[config.mk]
export PLATFORM = sky130hd
export DESIGN_NAME = pca_core
export DESIGN_NICKNAME = d
export VERILOG_FILES = /design/src/rtl/pool_chunk_allocator_unit_assert.svh /design/src/rtl/pca_pkg.sv /design/src/rtl/pca_core.sv
export SDC_FILE = /design/constraint.sdc
export NUM_CORES = 1
export LEC_CHECK = 0
export BUFFER_PORTS_ARGS = -buffer_cell sky130_fd_sc_hd__buf_4
export CAP_MARGIN = 40
export CORE_AREA = 3 3 147 149
export CTS_BUF_LIST = sky130_fd_sc_hd__clkbuf_16
export DETAILED_ROUTE_END_ITERATION = 8
export DIE_AREA = 0 0 150 152
export PLACE_DENSITY = 0.81
export SYNTH_ARGS = -nofsm -noshare
export SYNTH_HDL_FRONTEND = slang
export SYNTH_SLANG_ARGS = --single-unit
[constraint.sdc]
create_clock -name clock -period 14.1 [get_ports clock]
set_input_delay 2.82 -clock clock [delete_from_list [all_inputs] [get_ports clock]]
set_output_delay 2.82 -clock clock [all_outputs]
set_load 0.005 [all_outputs]
[src/rtl/pool_chunk_allocator_unit_assert.svh]
// Assertion macros for the pool chunk allocator unit.
// Included by the top level; needs nothing else.
`ifndef POOL_CHUNK_ALLOCATOR_UNIT_ASSERT_SVH
`define POOL_CHUNK_ALLOCATOR_UNIT_ASSERT_SVH
`ifndef SYNTHESIS
// Condition in the same cycle implies the consequence in the same cycle.
`define PCA_ASSERT_NOW(label, clk, rst, ante, cons) \
   label: assert property (@(posedge clk) disable iff (rst) (ante) |-> (cons)) \
      else $error("pool chunk allocator check failed");
// Condition in one cycle implies the consequence in the next cycle.
`define PCA_ASSERT_NEXT(label, clk, rst, ante, cons) \
   label: assert property (@(posedge clk) disable iff (rst) (ante) |=> (cons)) \
      else $error("pool chunk allocator check failed");
`else
`define PCA_ASSERT_NOW(label, clk, rst, ante, cons)
`define PCA_ASSERT_NEXT(label, clk, rst, ante, cons)
`endif
`endif

[src/rtl/pca_pkg.sv]
// Shared types, codes and sizes of the pool chunk allocator.
// Used by every module of the block; depends on nothing.
`default_nettype none

package pca_pkg;

   localparam int unsigned POOL_CHUNKS = 1024;
   localparam int unsigned COUNT_WIDTH = $clog2(POOL_CHUNKS + 1);
   localparam int unsigned ADDR_WIDTH  = $clog2(POOL_CHUNKS);
   localparam int unsigned IDX_WIDTH   = 10;
   localparam int unsigned CPB_WIDTH   = 11;
   localparam int unsigned CB_WIDTH    = 13;
   localparam int unsigned BYTES_WIDTH = 23;
   localparam int unsigned BLK_WIDTH   = 4;
   localparam int unsigned BLOCKS_MAX  = 15;
   // First-block size shifted by at most BLOCKS_MAX - 1.
   localparam int unsigned SIZE_WIDTH  = CPB_WIDTH + BLOCKS_MAX - 1;
   localparam int unsigned CSR_WIDTH   = 1;
   localparam int unsigned CSR_DATA_WIDTH = 13;
   localparam int unsigned CPB_RESET   = 16;
   localparam int unsigned CB_RESET    = 16;

   typedef enum logic [0:0] {
      OP_ALLOCATE = 1'b0,
      OP_RELEASE  = 1'b1
   } op_type;

   typedef enum logic [1:0] {
      STATUS_OK        = 2'd0,
      STATUS_EXHAUSTED = 2'd1,
      STATUS_OVERFLOW  = 2'd2
   } status_type;

   typedef enum logic [CSR_WIDTH-1:0] {
      CSR_CHUNKS_PER_BLOCK = 1'b0,
      CSR_CHUNK_BYTES      = 1'b1
   } csr_index_type;

   typedef struct packed {
      op_type               op;
      logic [IDX_WIDTH-1:0] chunk_index;
   } req_payload_type;

   typedef struct packed {
      logic [IDX_WIDTH-1:0]   granted_index;
      status_type             status;
      logic [BYTES_WIDTH-1:0] pool_bytes;
      logic [BLK_WIDTH-1:0]   blocks_opened;
   } rsp_payload_type;

   typedef struct packed {
      logic [CPB_WIDTH-1:0] chunks_per_block;
      logic [CB_WIDTH-1:0]  chunk_bytes;
   } cfg_type;

   typedef struct packed {
      logic                 push;
      logic                 pop;
      logic [IDX_WIDTH-1:0] push_index;
   } stack_ctrl_type;

   typedef struct packed {
      logic [COUNT_WIDTH-1:0] count;
      logic [IDX_WIDTH-1:0]   top;
   } stack_status_type;

endpackage

`default_nettype wire

[src/rtl/pca_core.sv]
// Allocation decision and block bump state of the pool chunk allocator.
// Depends on pca_pkg; drives the free stack and the result register.
`default_nettype none

module pca_core (
   input  wire logic                       clock,
   input  wire logic                       reset,
   input  wire logic                       fire,
   input  wire pca_pkg::req_payload_type   req,
   input  wire pca_pkg::cfg_type           cfg,
   input  wire pca_pkg::stack_status_type  stack,
   output pca_pkg::stack_ctrl_type         ctrl,
   output pca_pkg::rsp_payload_type        rsp
);

   localparam int unsigned PROD_WIDTH = pca_pkg::COUNT_WIDTH + pca_pkg::CB_WIDTH;

   logic [pca_pkg::COUNT_WIDTH-1:0] next_fresh_ff, next_fresh_in;
   logic [pca_pkg::COUNT_WIDTH-1:0] block_limit_ff, block_limit_in;
   logic [pca_pkg::BLK_WIDTH-1:0]   block_count_ff, block_count_in;
   logic [pca_pkg::BYTES_WIDTH-1:0] total_bytes_ff, total_bytes_in;

   logic                             need_block;
   logic                             block_fits;
   logic [pca_pkg::SIZE_WIDTH-1:0]   size_wide;
   logic [pca_pkg::SIZE_WIDTH:0]     limit_sum;
   logic [PROD_WIDTH-1:0]            product;
   logic [PROD_WIDTH:0]              bytes_sum;
   logic [pca_pkg::COUNT_WIDTH-1:0]  fresh_base;

   assign need_block = next_fresh_ff >= block_limit_ff;
   assign size_wide  = pca_pkg::SIZE_WIDTH'(cfg.chunks_per_block) << block_count_ff;
   assign limit_sum  = (pca_pkg::SIZE_WIDTH + 1)'(block_limit_ff)
                       + (pca_pkg::SIZE_WIDTH + 1)'(size_wide);
   assign block_fits = (block_count_ff != pca_pkg::BLK_WIDTH'(pca_pkg::BLOCKS_MAX))
                       && (size_wide != '0)
                       && (limit_sum <= (pca_pkg::SIZE_WIDTH + 1)'(pca_pkg::POOL_CHUNKS));
   // A block that fits has at most POOL_CHUNKS chunks, so the low bits are the size.
   assign product    = size_wide[pca_pkg::COUNT_WIDTH-1:0] * PROD_WIDTH'(cfg.chunk_bytes);
   assign bytes_sum  = (PROD_WIDTH + 1)'(total_bytes_ff) + (PROD_WIDTH + 1)'(product);
   assign fresh_base = need_block ? block_limit_ff : next_fresh_ff;

   always_comb begin
      next_fresh_in   = next_fresh_ff;
      block_limit_in  = block_limit_ff;
      block_count_in  = block_count_ff;
      total_bytes_in  = total_bytes_ff;
      ctrl.push       = 1'b0;
      ctrl.pop        = 1'b0;
      ctrl.push_index = req.chunk_index;
      rsp.granted_index = '0;
      rsp.status        = pca_pkg::STATUS_OK;
      if (fire) begin
         case (req.op)
            pca_pkg::OP_ALLOCATE: begin
               if (stack.count != '0) begin
                  ctrl.pop          = 1'b1;
                  rsp.granted_index = stack.top;
               end else if (need_block && !block_fits) begin
                  rsp.status = pca_pkg::STATUS_EXHAUSTED;
               end else begin
                  if (need_block) begin
                     block_limit_in = limit_sum[pca_pkg::COUNT_WIDTH-1:0];
                     block_count_in = block_count_ff + pca_pkg::BLK_WIDTH'(1);
                     // Saturate the byte total at its field maximum.
                     if (bytes_sum[PROD_WIDTH:pca_pkg::BYTES_WIDTH] != '0) begin
                        total_bytes_in = '1;
                     end else begin
                        total_bytes_in = bytes_sum[pca_pkg::BYTES_WIDTH-1:0];
                     end
                  end
                  rsp.granted_index = fresh_base[pca_pkg::IDX_WIDTH-1:0];
                  next_fresh_in     = fresh_base + pca_pkg::COUNT_WIDTH'(1);
               end
            end
            pca_pkg::OP_RELEASE: begin
               if (stack.count == pca_pkg::COUNT_WIDTH'(pca_pkg::POOL_CHUNKS)) begin
                  rsp.status = pca_pkg::STATUS_OVERFLOW;
               end else begin
                  ctrl.push = 1'b1;
               end
            end
            default: begin
               rsp.status = pca_pkg::STATUS_OK;
            end
         endcase
      end
      rsp.pool_bytes    = total_bytes_in;
      rsp.blocks_opened = block_count_in;
   end

   always_ff @(posedge clock) begin
      if (reset) begin
         next_fresh_ff  <= '0;
         block_limit_ff <= '0;
         block_count_ff <= '0;
         total_bytes_ff <= '0;
      end else begin
         next_fresh_ff  <= next_fresh_in;
         block_limit_ff <= block_limit_in;
         block_count_ff <= block_count_in;
         total_bytes_ff <= total_bytes_in;
      end
   end

endmodule

`default_nettype wire

# Yosys cells after proc, flatten, opt, wreduce, memory -nomap -nowiden

Cells that the tools add are included.

Register bits after elaboration: 49
Bits in latches: 0
RAM bits: 0
ROM bits: 0
Bits of input ports: 59
Output and inout bits: 51
Memories kept: 0

Add/sub/neg operators: 4
Multipliers: 1
Div/mod/pow operators: 0
Order comparisons: 2
Equal/unequal tests: 2
Shifts and indexed selects: 1
Muxes and demuxes: 25
Bitwise gates (word level): 3
Reductions and logical operators: 9

Operators with widths:

| operator                | number |
|---|---|
| $mux W23                | 6 |
| $mux W10                | 3 |
| $add A11 B25 Y26        | 1 |
| $le A26 B11 Y1 const B  | 1 |
| $add A23 B24 Y25        | 1 |
| $reduce_bool A25 Y1     | 1 |
| $shl A11 B4 Y25         | 1 |
| $mul A11 B13 Y24        | 1 |
| $mux W4                 | 5 |
| $mux W12                | 1 |
| $add A11 B1 Y11 const B | 1 |
| $eq A11 B11 Y1 const B  | 1 |
| $ge A11 B11 Y1          | 1 |
| $mux W11                | 1 |
| $reduce_bool A11 Y1     | 1 |
| $mux W1                 | 6 |
| $reduce_and A5 Y1       | 1 |
| $add A4 B1 Y4 const B   | 1 |
| $mux W2                 | 2 |
| $ne A4 B4 Y1 const B    | 1 |
| $pmux W2 S2             | 1 |
| $reduce_and A4 Y1       | 1 |
| $logic_and A1 B1 Y1     | 3 |
| $not A1 Y1              | 3 |
| 2 further kinds         | 2 |

# Logic depth before layout (Yosys ltp)

Gate-level depths: netlist of run 1.

Word-level depth: 10
Mapped depth: 30

# Worst setup path after synthesis of run 1

No wires, ideal clock.

Path type: input to output
From: input port cfg[14] (netlist bit)
To: output port rsp[4] (netlist bit)
Arrival time: 9.114 ns
Required time: 11.280 ns
Setup slack: 2.166 ns
Stages on the path: 24
Buffers on the path: 2
Path through: mux2_2 -> mux4_2 -> a21oi_1 -> clkbuf_1 -> nor2b_1 -> fa_1 -> fa_1 -> fa_1 -> fa_1 -> inv_1 -> fa_1 -> inv_1 -> ha_1 -> a21o_1 -> a21o_1 -> a21oi_1 -> nor2_1 -> a211oi_1 -> o2111a_1 -> o41ai_1 -> or3_1 -> a21boi_4 -> buf_4 -> a21oi_1

RTL lines:

| item        | RTL line       | source |
|---|---|---|
| from (decl) | pca_core.sv:10 | `input wire pca_pkg::cfg_type cfg,` |
| to (decl)   | pca_core.sv:13 | `output pca_pkg::rsp_payload_type rsp` |

==> reports/metrics.cfg, run 1 <==
[grt]
grt_max_degree=52
antenna_found_initial=0
grt_pass1_wl_um=44130
overflow=0
grt_use_met3_pct=3.277
met1_usage_pct=31.44
grtUsageTotal_pct=23.23
grt_pass1_vias=9170
busiest_layer=met2
grt_use_met2_pct=38.54

[logic_synthesis]
synthFlopType=dfxtp_1
synth.avg_cell_area_um2=7.887
synthCells=1291
seq_area_frac_synth_pct=9.634
yosys.area_share.simple_pct=19.91
yosysWarnings=0
netlist_area_um2=10180
synthAdderAreaFrac_pct=34.50
synth_top_family_by_area=adder cells
synthDistinctLibCells=75
yosys-mux-area-fraction_pct=5.616
async_reset_ff_share_pct=0
synth_edf_count=0
syn-num-nets=1557
ys_ff_latch=49
synth_compound_area_share_pct=15.90
yosys.area_share.xor_xnor_pct=2.494

[clocking]
cts_hold_buf=0
cts_max_level=2
numCtsBuffers=5
cts_root_buf=clkbuf_16
cts-resized-gates=0
cts_tree=done
cts.path.max_buffers=2
cts_setup_buffers=0
clkTransAtPathRegs_ns=0.08
clock_latency_ns=0.32
cts_num_sinks=49

[worst_setup_path]
crit_slowest_cell=and3_1
r2r_cells=24
cp_max_fo=46
cp-end-kind=primary output
cp_top_family=adder cells
cpPeakStageDelay_ns=0.69
start_kind=primary input
crit_type=primary input to primary output
critPathArrivalTime_ns=10.24
crit_top_cell=fa_1
cp.depth=26
cp_data_required_time_ns=11.28
path_buf_inv=6

[floorplan]
rows=52
die_w_um=150
coreArea_um2=20300
dieHeight_um=152
initial_utilization_pct=50.16
io_pins=110
dieArea_um2=22800

[cells_and_area]
utilization_pct=55.07
fillers=1876
drive_gt1_share_pct=12.51
seq_area_um2=980.9
nets=1600
area_growth_pct=9.781
diodes=0
multi_input_area_um2=8015

[timing]
period_minus_slack_ns=13.06
tns_ns=0
finalCritPeriodShare_pct=92.60
max_freq_mhz=76.59
finalClockSkew_ns=0.008971
tightestPinTransition_ns=0.9462
rsz0062_at_grt=no
final_hold_viol_count=0
relSlewSlack_pct=36.84
setup-violations-final=0
drv_slew=0

[detailed_routing]
viasPerCell=5.645
wl_um=25960
postRouteAntennaNets=0
drc=0
drt_pass1_iterations=6
drt_iter0_drc=640
wl_per_cell_um=16.17
dr_total_vias=9061

[placed_design]
gp_congestion=0.9152
port_buffers=89
hpwl_um=20080

[run]
maxCapViolations=0

[min_path]
min_path_type=flip-flop to flip-flop
hold_depth=2

[power_and_ir_drop]
p_per_area_nw_per_um2=113.2
power.leakage_nw=5.212
peakVddDrop_mv=0.1477

[status]
status=completed

## synthesized netlist by cell type, types with 4 or more instances
cell type | instances | area [um^2]
inv_1 | 221 | 829.6
buf_4 | 14 | 105.1
a211oi_1 | 31 | 232.7
or2_2 | 8 | 50.05
o21a_1 | 6 | 45.04
a31oi_1 | 12 | 75.07
buf_6 | 5 | 56.30
nor3_1 | 14 | 70.07
xnor2_1 | 18 | 157.7
nor2_1 | 79 | 296.5
ha_1 | 84 | 1051
o31ai_1 | 5 | 37.54
mux4_2 | 5 | 112.6
nand3_1 | 20 | 100.1
dfxtp_1 | 49 | 980.9
fa_1 | 123 | 2462
nand4_1 | 9 | 56.30
a31o_2 | 4 | 35.03
mux2i_1 | 29 | 290.3
nor4_1 | 7 | 43.79
and2_1 | 46 | 287.8
a21o_1 | 13 | 97.59
or3_1 | 5 | 31.28
o21ai_0 | 42 | 210.2
nand2b_1 | 13 | 81.33
o21bai_1 | 7 | 52.55
nor2b_1 | 26 | 162.7
xor2_1 | 11 | 96.34
mux2_2 | 15 | 168.9
nand2_1 | 156 | 585.6
and4_1 | 4 | 35.03
a22oi_1 | 4 | 30.03
o22ai_1 | 9 | 56.30
nand3b_1 | 4 | 30.03
clkbuf_1 | 48 | 180.2
a21oi_1 | 76 | 380.4
nor2_2 | 6 | 37.54
## worst paths after layout
kind                            startpoint                       endpoint  slack, ns
max                                cfg[17]                        rsp[10]       1.04
min reg2reg  next_fresh_ff[0]$_SDFFE_PP0P_  next_fresh_ff[0]$_SDFFE_PP0P_       0.49
max reg2reg   block_count_ff[2]$_SDFF_PP0_   total_bytes_ff[3]$_SDFF_PP0_       5.71
min          next_fresh_ff[0]$_SDFFE_PP0P_  next_fresh_ff[0]$_SDFFE_PP0P_       0.49
## per-layer routing
layer	vias up	share of wire, %
li1	4309	-
met1	4360	43
met2	337	48
met3	55	6.6
met4	0	2.5
met5	-	0
## worst register-to-register path, stage by stage (launching register included)
cell and delay (ns):
dfxtp_1 0.94, nor2b_1 0.29, a222oi_1 0.44, and3_1 0.69, nand2_1 0.21, fa_1 0.56
inv_1 0.05, fa_1 0.46, fa_1 0.52, fa_1 0.56, inv_1 0.06, fa_1 0.52
inv_1 0.05, ha_1 0.34, a21o_1 0.19, a21o_1 0.17, a21oi_1 0.36, nor2_1 0.13
a211oi_1 0.29, o2111a_1 0.24, o41ai_1 0.06, or3_1 0.35, a21boi_4 0.13, buf_4 0.43
a211oi_1 0.18
## state kept, by name, indices dropped and copies added, names as in the netlist
| name | cells |
|---|---|
| block_limit_ff | 11 |
| next_fresh_ff | 11 |
| block_count_ff | 4 |
| total_bytes_ff | 23 |
## area by class of cell
type                            instances  share of cell area, %
Sequential cell                        49                  8.775
Inverter                              223                  7.488
Tap cell                              270                  3.022
Multi-Input combinational cell        946                  71.70
Clock buffer                            5                  1.119
Clock inverter                          3                 0.6156
Timing Repair Buffer                  109                  7.276
## stage by stage
step	setup WS (ns)	instance area (um^2)	hold WS (ns)	cells	total power, mW
global placement	1.438	10970	0.4773	1594	1.054
CTS	1.159	11180	0.4972	1605	1.266
global route	0.6717	11180	0.5419	1605	1.396
finish	1.044	11180	0.4917	1605	1.265
floorplan	2.166	10180	0.4578	1291	0.8655
detailed placement	1.184	10980	0.4849	1597	1.086
## cell usage in the layout (no fill, tap or decap), drive strengths merged, types with 6 or more instances in the layout
cell    Yosys  routed
inv       222     223
nand3      20      20
xnor2      18      18
fa        123     123
a31oi      12      12
nor4        7       7
nand2     156     156
o22ai       9       9
dfxtp      49      49
mux2i      29      29
nor3       15      15
a211oi     32      32
nor2b      26      26
mux2       15      15
o21a        6       6
o21bai      7       7
a21oi      76      76
buf        25     109
a21o       13      13
or2         8       8
o21ai      42      42
ha         84      84
nor2       85      85
xor2       11      11
and2       46      46
nand4      10      10
nand2b     14      14
## cells by family after synthesis
kind of cell | count (synthesis)
AOI/OAI and AO/OA | 247
xor gates and xnor gates | 29
adders and majority gates | 207
buffers and inverters | 296
DFF | 49
muxes | 49
and+or+nand+nor | 414
## power by group
part	internal, mW	switching (mW)	total [mW]
logic	0.370	0.590	0.960
registers	0.138	0.0000102	0.138
clock network	0.103	0.0650	0.168
Note: power is estimated with default switching activity, not from simulation.
==> inputs of run 2 (changes only) <==
--- a/constraint.sdc
+++ b/constraint.sdc
@@ -3,2 +3,2 @@
 set_output_delay 2.82 -clock clock [all_outputs]
-set_load 0.005 [all_outputs]
+set_load 0.02 [all_outputs]
==> run 2 against run 1 <==
Against the previous run: non-clock buffer count is the same; largest power group unchanged; sequential power barely moved; combinational power about the same; design area unchanged; register-to-register slack better by 0.03 ns; fmax fell by 0.17%; worst setup slack got worse by 0.022 ns; largest cell class unchanged.
==> reports/metrics.cfg, run 2 (synthesis results as in run 1) <==
[worst_setup_path]
start_kind=primary input
endpoint=rsp[5]
cp.depth=25  ; -3.8%
rrSetupSlack_ns=5.74  ; +0.03 ns
critPathArrivalTime_ns=10.26  ; +0.02 ns
cp_max_fo=46  ; unchanged
r2r_cells=23  ; -4.2%
crit_type=primary input to primary output
crit_slowest_cell=and3_1
cpPeakStageDelay_ns=0.66  ; -0.03 ns
cp_top_family=adder cells
path_buf_inv=6  ; unchanged
cp_data_required_time_ns=11.28  ; about the same
reg2reg_to=total_bytes_ff[1]$_SDFF_PP0_
cp-end-kind=primary output
r2r_start=block_count_ff[2]$_SDFF_PP0_
crit_top_cell=fa_1
cp-startpoint=cfg[17]

[clocking]
cts_root_buf=clkbuf_16
cts_num_sinks=49  ; unchanged
clock_latency_ns=0.32  ; about the same
numCtsBuffers=5  ; unchanged
cts_tree=done
cts_setup_buffers=0  ; unchanged
cts_hold_buf=0  ; unchanged
cts_max_level=2  ; unchanged
cts-resized-gates=0  ; unchanged
clkTransAtPathRegs_ns=0.08  ; about the same
cts.path.max_buffers=2  ; unchanged

[grt]
grt_pass1_wl_um=44210  ; +0.19%
overflow=0  ; unchanged
grtUsageTotal_pct=23.34  ; +0.11 points
grt_max_degree=52  ; unchanged
antenna_found_initial=0  ; unchanged
grt_pass1_vias=9256  ; +0.94%

[detailed_routing]
drc=0  ; unchanged
drt_pass1_iterations=6  ; unchanged
drt_iter0_drc=617  ; -3.6%
wl_per_cell_um=16.20  ; +0.19%
drt-met1-wl_um=11030  ; about the same
route.met3.wl_um=1659  ; -2.5%
topRoutingLayerUsed=met4
viasPerCell=5.678  ; +0.57%
dr_wl_met2_um=12540  ; -0.26%
postRouteAntennaNets=0  ; unchanged
dr_total_vias=9113  ; +0.57%
wl_um=26010  ; +0.19%

[placed_design]
placed_area_um2=10980  ; unchanged
hpwl_um=20130  ; +0.27%
gp_congestion=0.9153  ; about the same
port_buffers=89  ; unchanged
dp.cells=1597  ; unchanged
place_ws_ns=1.118  ; -0.06596 ns

[cells_and_area]
final_common_cell=inv_1
reg.largest.list=total_bytes_ff x23, block_limit_ff x11, next_fresh_ff x11
nets=1600  ; unchanged
final_area_um2=11180  ; unchanged
top_register=total_bytes_ff
final_cells=1605  ; unchanged
largest_register_ffs=23  ; unchanged
area_growth_pct=9.781  ; unchanged
diodes=0  ; unchanged
drive_gt1_share_pct=12.51  ; unchanged
final_cell_mix=221 x inv_1, 156 x nand2_1, 123 x fa_1
utilization_pct=55.07  ; unchanged

[timing]
final_hold_viol_count=0  ; unchanged
fin_ws_ns=1.021  ; -0.02247 ns
finalClockSkew_ns=0.01148  ; +0.002506 ns
finalCritPeriodShare_pct=92.76  ; +0.16 points
period_minus_slack_ns=13.08  ; +0.02247 ns
setup-violations-final=0  ; unchanged
relSlewSlack_pct=36.95  ; +0.12 points
tns_ns=0  ; unchanged
tightestPinTransition_ns=0.9444  ; -0.001724 ns
max_freq_mhz=76.46  ; -0.17%
rsz0062_at_grt=no
drv_slew=0  ; unchanged

[floorplan]
dieArea_um2=22800  ; unchanged
io_pins=110  ; unchanged
coreArea_um2=20300  ; unchanged
die_w_um=150  ; unchanged
initial_utilization_pct=50.16  ; unchanged
dieHeight_um=152  ; unchanged
rows=52  ; unchanged

[power_and_ir_drop]
peakVddDrop_mv=0.1297  ; -12%
p_per_area_nw_per_um2=113.7  ; +0.41%
power.leakage_nw=5.212  ; unchanged

[min_path]
hold_depth=2  ; unchanged
min_path_type=flip-flop to flip-flop

[run]
maxCapViolations=0  ; unchanged

[status]
status=completed

run 2: layout make-up:
class	count	area (um^2)
Inverter	223	837.1
Multi-Input combinational cell	946	8015
Sequential cell	49	980.9
Tap cell	270	337.8
Timing Repair Buffer	109	813.3
Fill cell	1901	9121
Clock inverter	3	68.82
Clock buffer	5	125.1
run 2: where the power goes:
group	internal, mW	switching, mW
Combinational	0.370	0.592
Clock	0.103	0.0677
Sequential	0.138	0.0000102
run 2: worst min path at each step:
| stage | start | endpoint |
|---|---|---|
| floorplan | next_fresh_ff[0]$_SDFFE_PP0P_ | next_fresh_ff[0]$_SDFFE_PP0P_ |
| global placement | next_fresh_ff[1]$_SDFFE_PP0P_ | next_fresh_ff[1]$_SDFFE_PP0P_ |
| detailed placement | next_fresh_ff[0]$_SDFFE_PP0P_ | next_fresh_ff[0]$_SDFFE_PP0P_ |
| CTS | next_fresh_ff[0]$_SDFFE_PP0P_ | next_fresh_ff[0]$_SDFFE_PP0P_ |
| global route | next_fresh_ff[0]$_SDFFE_PP0P_ | next_fresh_ff[0]$_SDFFE_PP0P_ |
| finish | next_fresh_ff[0]$_SDFFE_PP0P_ | next_fresh_ff[0]$_SDFFE_PP0P_ |
run 2: metrics by stage:
stage | power, mW | hold WS, ns
after floorplan | 0.8690 | 0.4578
after global placement | 1.056 | 0.4774
after detailed placement | 1.090 | 0.4834
after CTS | 1.270 | 0.4956
after global routing | 1.403 | 0.5354
final | 1.271 | 0.4947
run 2: routing by layer:
metal,track usage [%],up-vias
met3,4.021,63
met1,31.17,4397
met5,0,-
met4,6.928,0
met2,38.78,334
li1,-,4319
run 2: worst register-to-register path: stages, from the launching register on:
cell and delay (ns):
dfxtp_1 0.94, nor2b_1 0.30, a222oi_1 0.46, and3_1 0.66, nand2_1 0.18, fa_1 0.56
inv_1 0.05, fa_1 0.46, fa_1 0.52, fa_1 0.55, inv_1 0.06, fa_1 0.53
inv_1 0.05, ha_1 0.34, a21o_1 0.19, a21o_1 0.17, a21oi_1 0.39, nand4b_1 0.29
a31oi_1 0.40, o211a_1 0.21, o21ai_0 0.16, a21boi_4 0.17, buf_4 0.42, a211oi_1 0.17
==> inputs of run 3 (changes only) <==
- CORE_AREA: 3 3 147 149 -> 3 3 133 135
- DIE_AREA: 0 0 150 152 -> 0 0 136 138
- PLACE_DENSITY: 0.81 -> 0.94
==> run 3 against run 2 <==
Against the previous run: hold slack got worse by 0.0048 ns; final cell count decreased by 3.1%; fmax decreased by 0.21%; worst setup slack got worse by 0.027 ns; critical path type unchanged.
==> reports/metrics.cfg, run 3 (synthesis results as in run 1) <==
[power_and_ir_drop]
swShare_pct=53.23  ; +1.3 points
power_frac_comb_pct=77.8  ; +2.1 points
cell_internal_pwr_uw=578.3  ; -5.4%
p_total_mw=1.236  ; -2.7%
p_per_area_nw_per_um2=111.5  ; -1.9%
p_switching_uw=658.2  ; -0.23%
seq_power_share_pct=11.2  ; +0.3 points
power.leakage_nw=5.190  ; -0.42%
peakVddDrop_mv=0.1324  ; +2.1%
pwr-share-clk_pct=11.1  ; -2.3 points

[timing]
max_freq_mhz=76.30  ; -0.21%
setup-violations-final=0  ; unchanged
fin_ws_ns=0.9943  ; -0.02692 ns
relSlewSlack_pct=38.24  ; +1.3 points
finalClockSkew_ns=0.01268  ; +0.001208 ns
tns_ns=0  ; unchanged
tightestPinTransition_ns=0.9251  ; -0.01931 ns
holdWs_ns=0.4899  ; -0.004794 ns
drv_slew=0  ; unchanged
final_hold_viol_count=0  ; unchanged
rsz0062_at_grt=no
finalCritPeriodShare_pct=92.95  ; +0.19 points
period_minus_slack_ns=13.11  ; +0.02692 ns

[floorplan]
die_w_um=136  ; -9.3%
dieArea_um2=18770  ; -18%
dieHeight_um=138  ; -9.2%
coreArea_um2=16580  ; -18%
initial_utilization_pct=61.40  ; +11 points
io_pins=110  ; unchanged
rows=47  ; -9.6%

[grt]
grtUsageTotal_pct=28.40  ; +5.1 points
grt_max_degree=52  ; unchanged
grt_pass1_vias=9536  ; +3.0%
grt_pass1_wl_um=44040  ; -0.39%
antenna_found_initial=0  ; unchanged
overflow=0  ; unchanged

[worst_setup_path]
critPathArrivalTime_ns=10.29  ; +0.03 ns
cp-end-kind=primary output
crit_type=primary input to primary output
cp_data_required_time_ns=11.28  ; about the same
start_kind=primary input
cp_max_fo=31  ; -33%

[clocking]
cts.path.max_buffers=2  ; unchanged
cts-resized-gates=0  ; unchanged
cts_setup_buffers=0  ; unchanged
clock_latency_ns=0.32  ; about the same
cts_tree=done
cts_max_level=2  ; unchanged
cts_root_buf=clkbuf_16
cts_num_sinks=49  ; unchanged
numCtsBuffers=5  ; unchanged
clkTransAtPathRegs_ns=0.08  ; about the same
cts_hold_buf=0  ; unchanged

[detailed_routing]
drt_iter0_drc=684  ; +11%
postRouteAntennaNets=0  ; unchanged
wl_um=25990  ; about the same
viasPerCell=5.934  ; +4.5%
drt_pass1_iterations=6  ; unchanged
dr_total_vias=9227  ; +1.3%
wl_per_cell_um=16.71  ; +3.1%
drc=0  ; unchanged

[cells_and_area]
fillers=1318  ; -31%
top_register=total_bytes_ff
final_area_um2=11090  ; -0.81%
final_cell_mix=221 x inv_1, 156 x nand2_1, 123 x fa_1
final_common_cell=inv_1
area_growth_pct=8.896
diodes=0  ; unchanged
drive_gt1_share_pct=12.51  ; unchanged
nets=1600  ; unchanged
seq_area_um2=980.9  ; unchanged
reg.largest.list=total_bytes_ff x23, block_limit_ff x11, next_fresh_ff x11
multi_input_area_um2=8015  ; unchanged
largest_register_ffs=23  ; unchanged

[placed_design]
port_buffers=89  ; unchanged
placed_area_um2=10940  ; -0.43%
gp_congestion=0.9601  ; +4.9%
place_ws_ns=1.082  ; -0.03620 ns
hpwl_um=20310  ; +0.87%

[min_path]
min_path_type=flip-flop to flip-flop

[status]
status=completed

[run]
maxCapViolations=0  ; unchanged

run 3: cell types whose count changed in the layout (fill, tap and decap cells not counted), sizes merged:
cell,previous run,this run
clkinvlp,0,2
bufinv,2,0
run 3: metal layers:
metal  wire length [um]  global-route usage, %
met1              10270                  36.00
met2              12740                  47.77
met3               2009                  5.233
met4                962                  11.35
met5                  0                      0
run 3: final timing paths:
path	slack (ns)	cells past startpoint	to	start
max	0.99	26	rsp[5]	cfg[18]
min	0.49	2	next_fresh_ff[0]$_SDFFE_PP0P_	next_fresh_ff[0]$_SDFFE_PP0P_
max reg2reg	5.63	25	total_bytes_ff[1]$_SDFF_PP0_	block_count_ff[1]$_SDFF_PP0_
min reg2reg	0.49	2	next_fresh_ff[0]$_SDFFE_PP0P_	next_fresh_ff[0]$_SDFFE_PP0P_
run 3: final cells by class:
type                       instances  area share (%)
sequential                        49           8.847
clock inverter                     3          0.2370
clock buffer                       5           1.128
inverter                         223           7.549
timing repair buffer             109           7.470
tap                              220           2.483
multi-input combinational        946           72.29
run 3: stage by stage:
stage	utilization [%]	std cells
6_report	66.86	1555
5_1_grt	66.86	1555
4_1_cts	66.86	1555
3_5_place_dp	65.95	1547
3_3_place_gp	65.71	1543
2_1_floorplan	-	1291
run 3: power by group through the flow:
stage | sequential (mW) | clock, mW | combinational, mW
2_1_floorplan | 0.142 | 0 | 0.727
3_3_place_gp | 0.142 | 0 | 0.902
3_5_place_dp | 0.142 | 0 | 0.953
4_1_cts | 0.138 | 0.139 | 0.962
5_1_grt | 0.138 | 0.143 | 1.09
6_report | 0.138 | 0.137 | 0.961
run 3: worst max-delay path: stages:
cell and delay (ns):
buf_4 0.10, mux2i_1 0.13, a222oi_1 0.45, and3_1 0.63, nand2_1 0.19, fa_1 0.56, inv_1 0.05, fa_1 0.46
fa_1 0.53, fa_1 0.56, inv_1 0.06, fa_1 0.53, inv_1 0.04, ha_1 0.34, a21o_1 0.19, a21o_1 0.17
a21oi_1 0.33, nor2_1 0.12, a211oi_1 0.30, o2111a_1 0.24, o41ai_1 0.06, or3_1 0.36, a21boi_4 0.31, buf_4 0.38
a21oi_1 0.15, buf_4 0.17
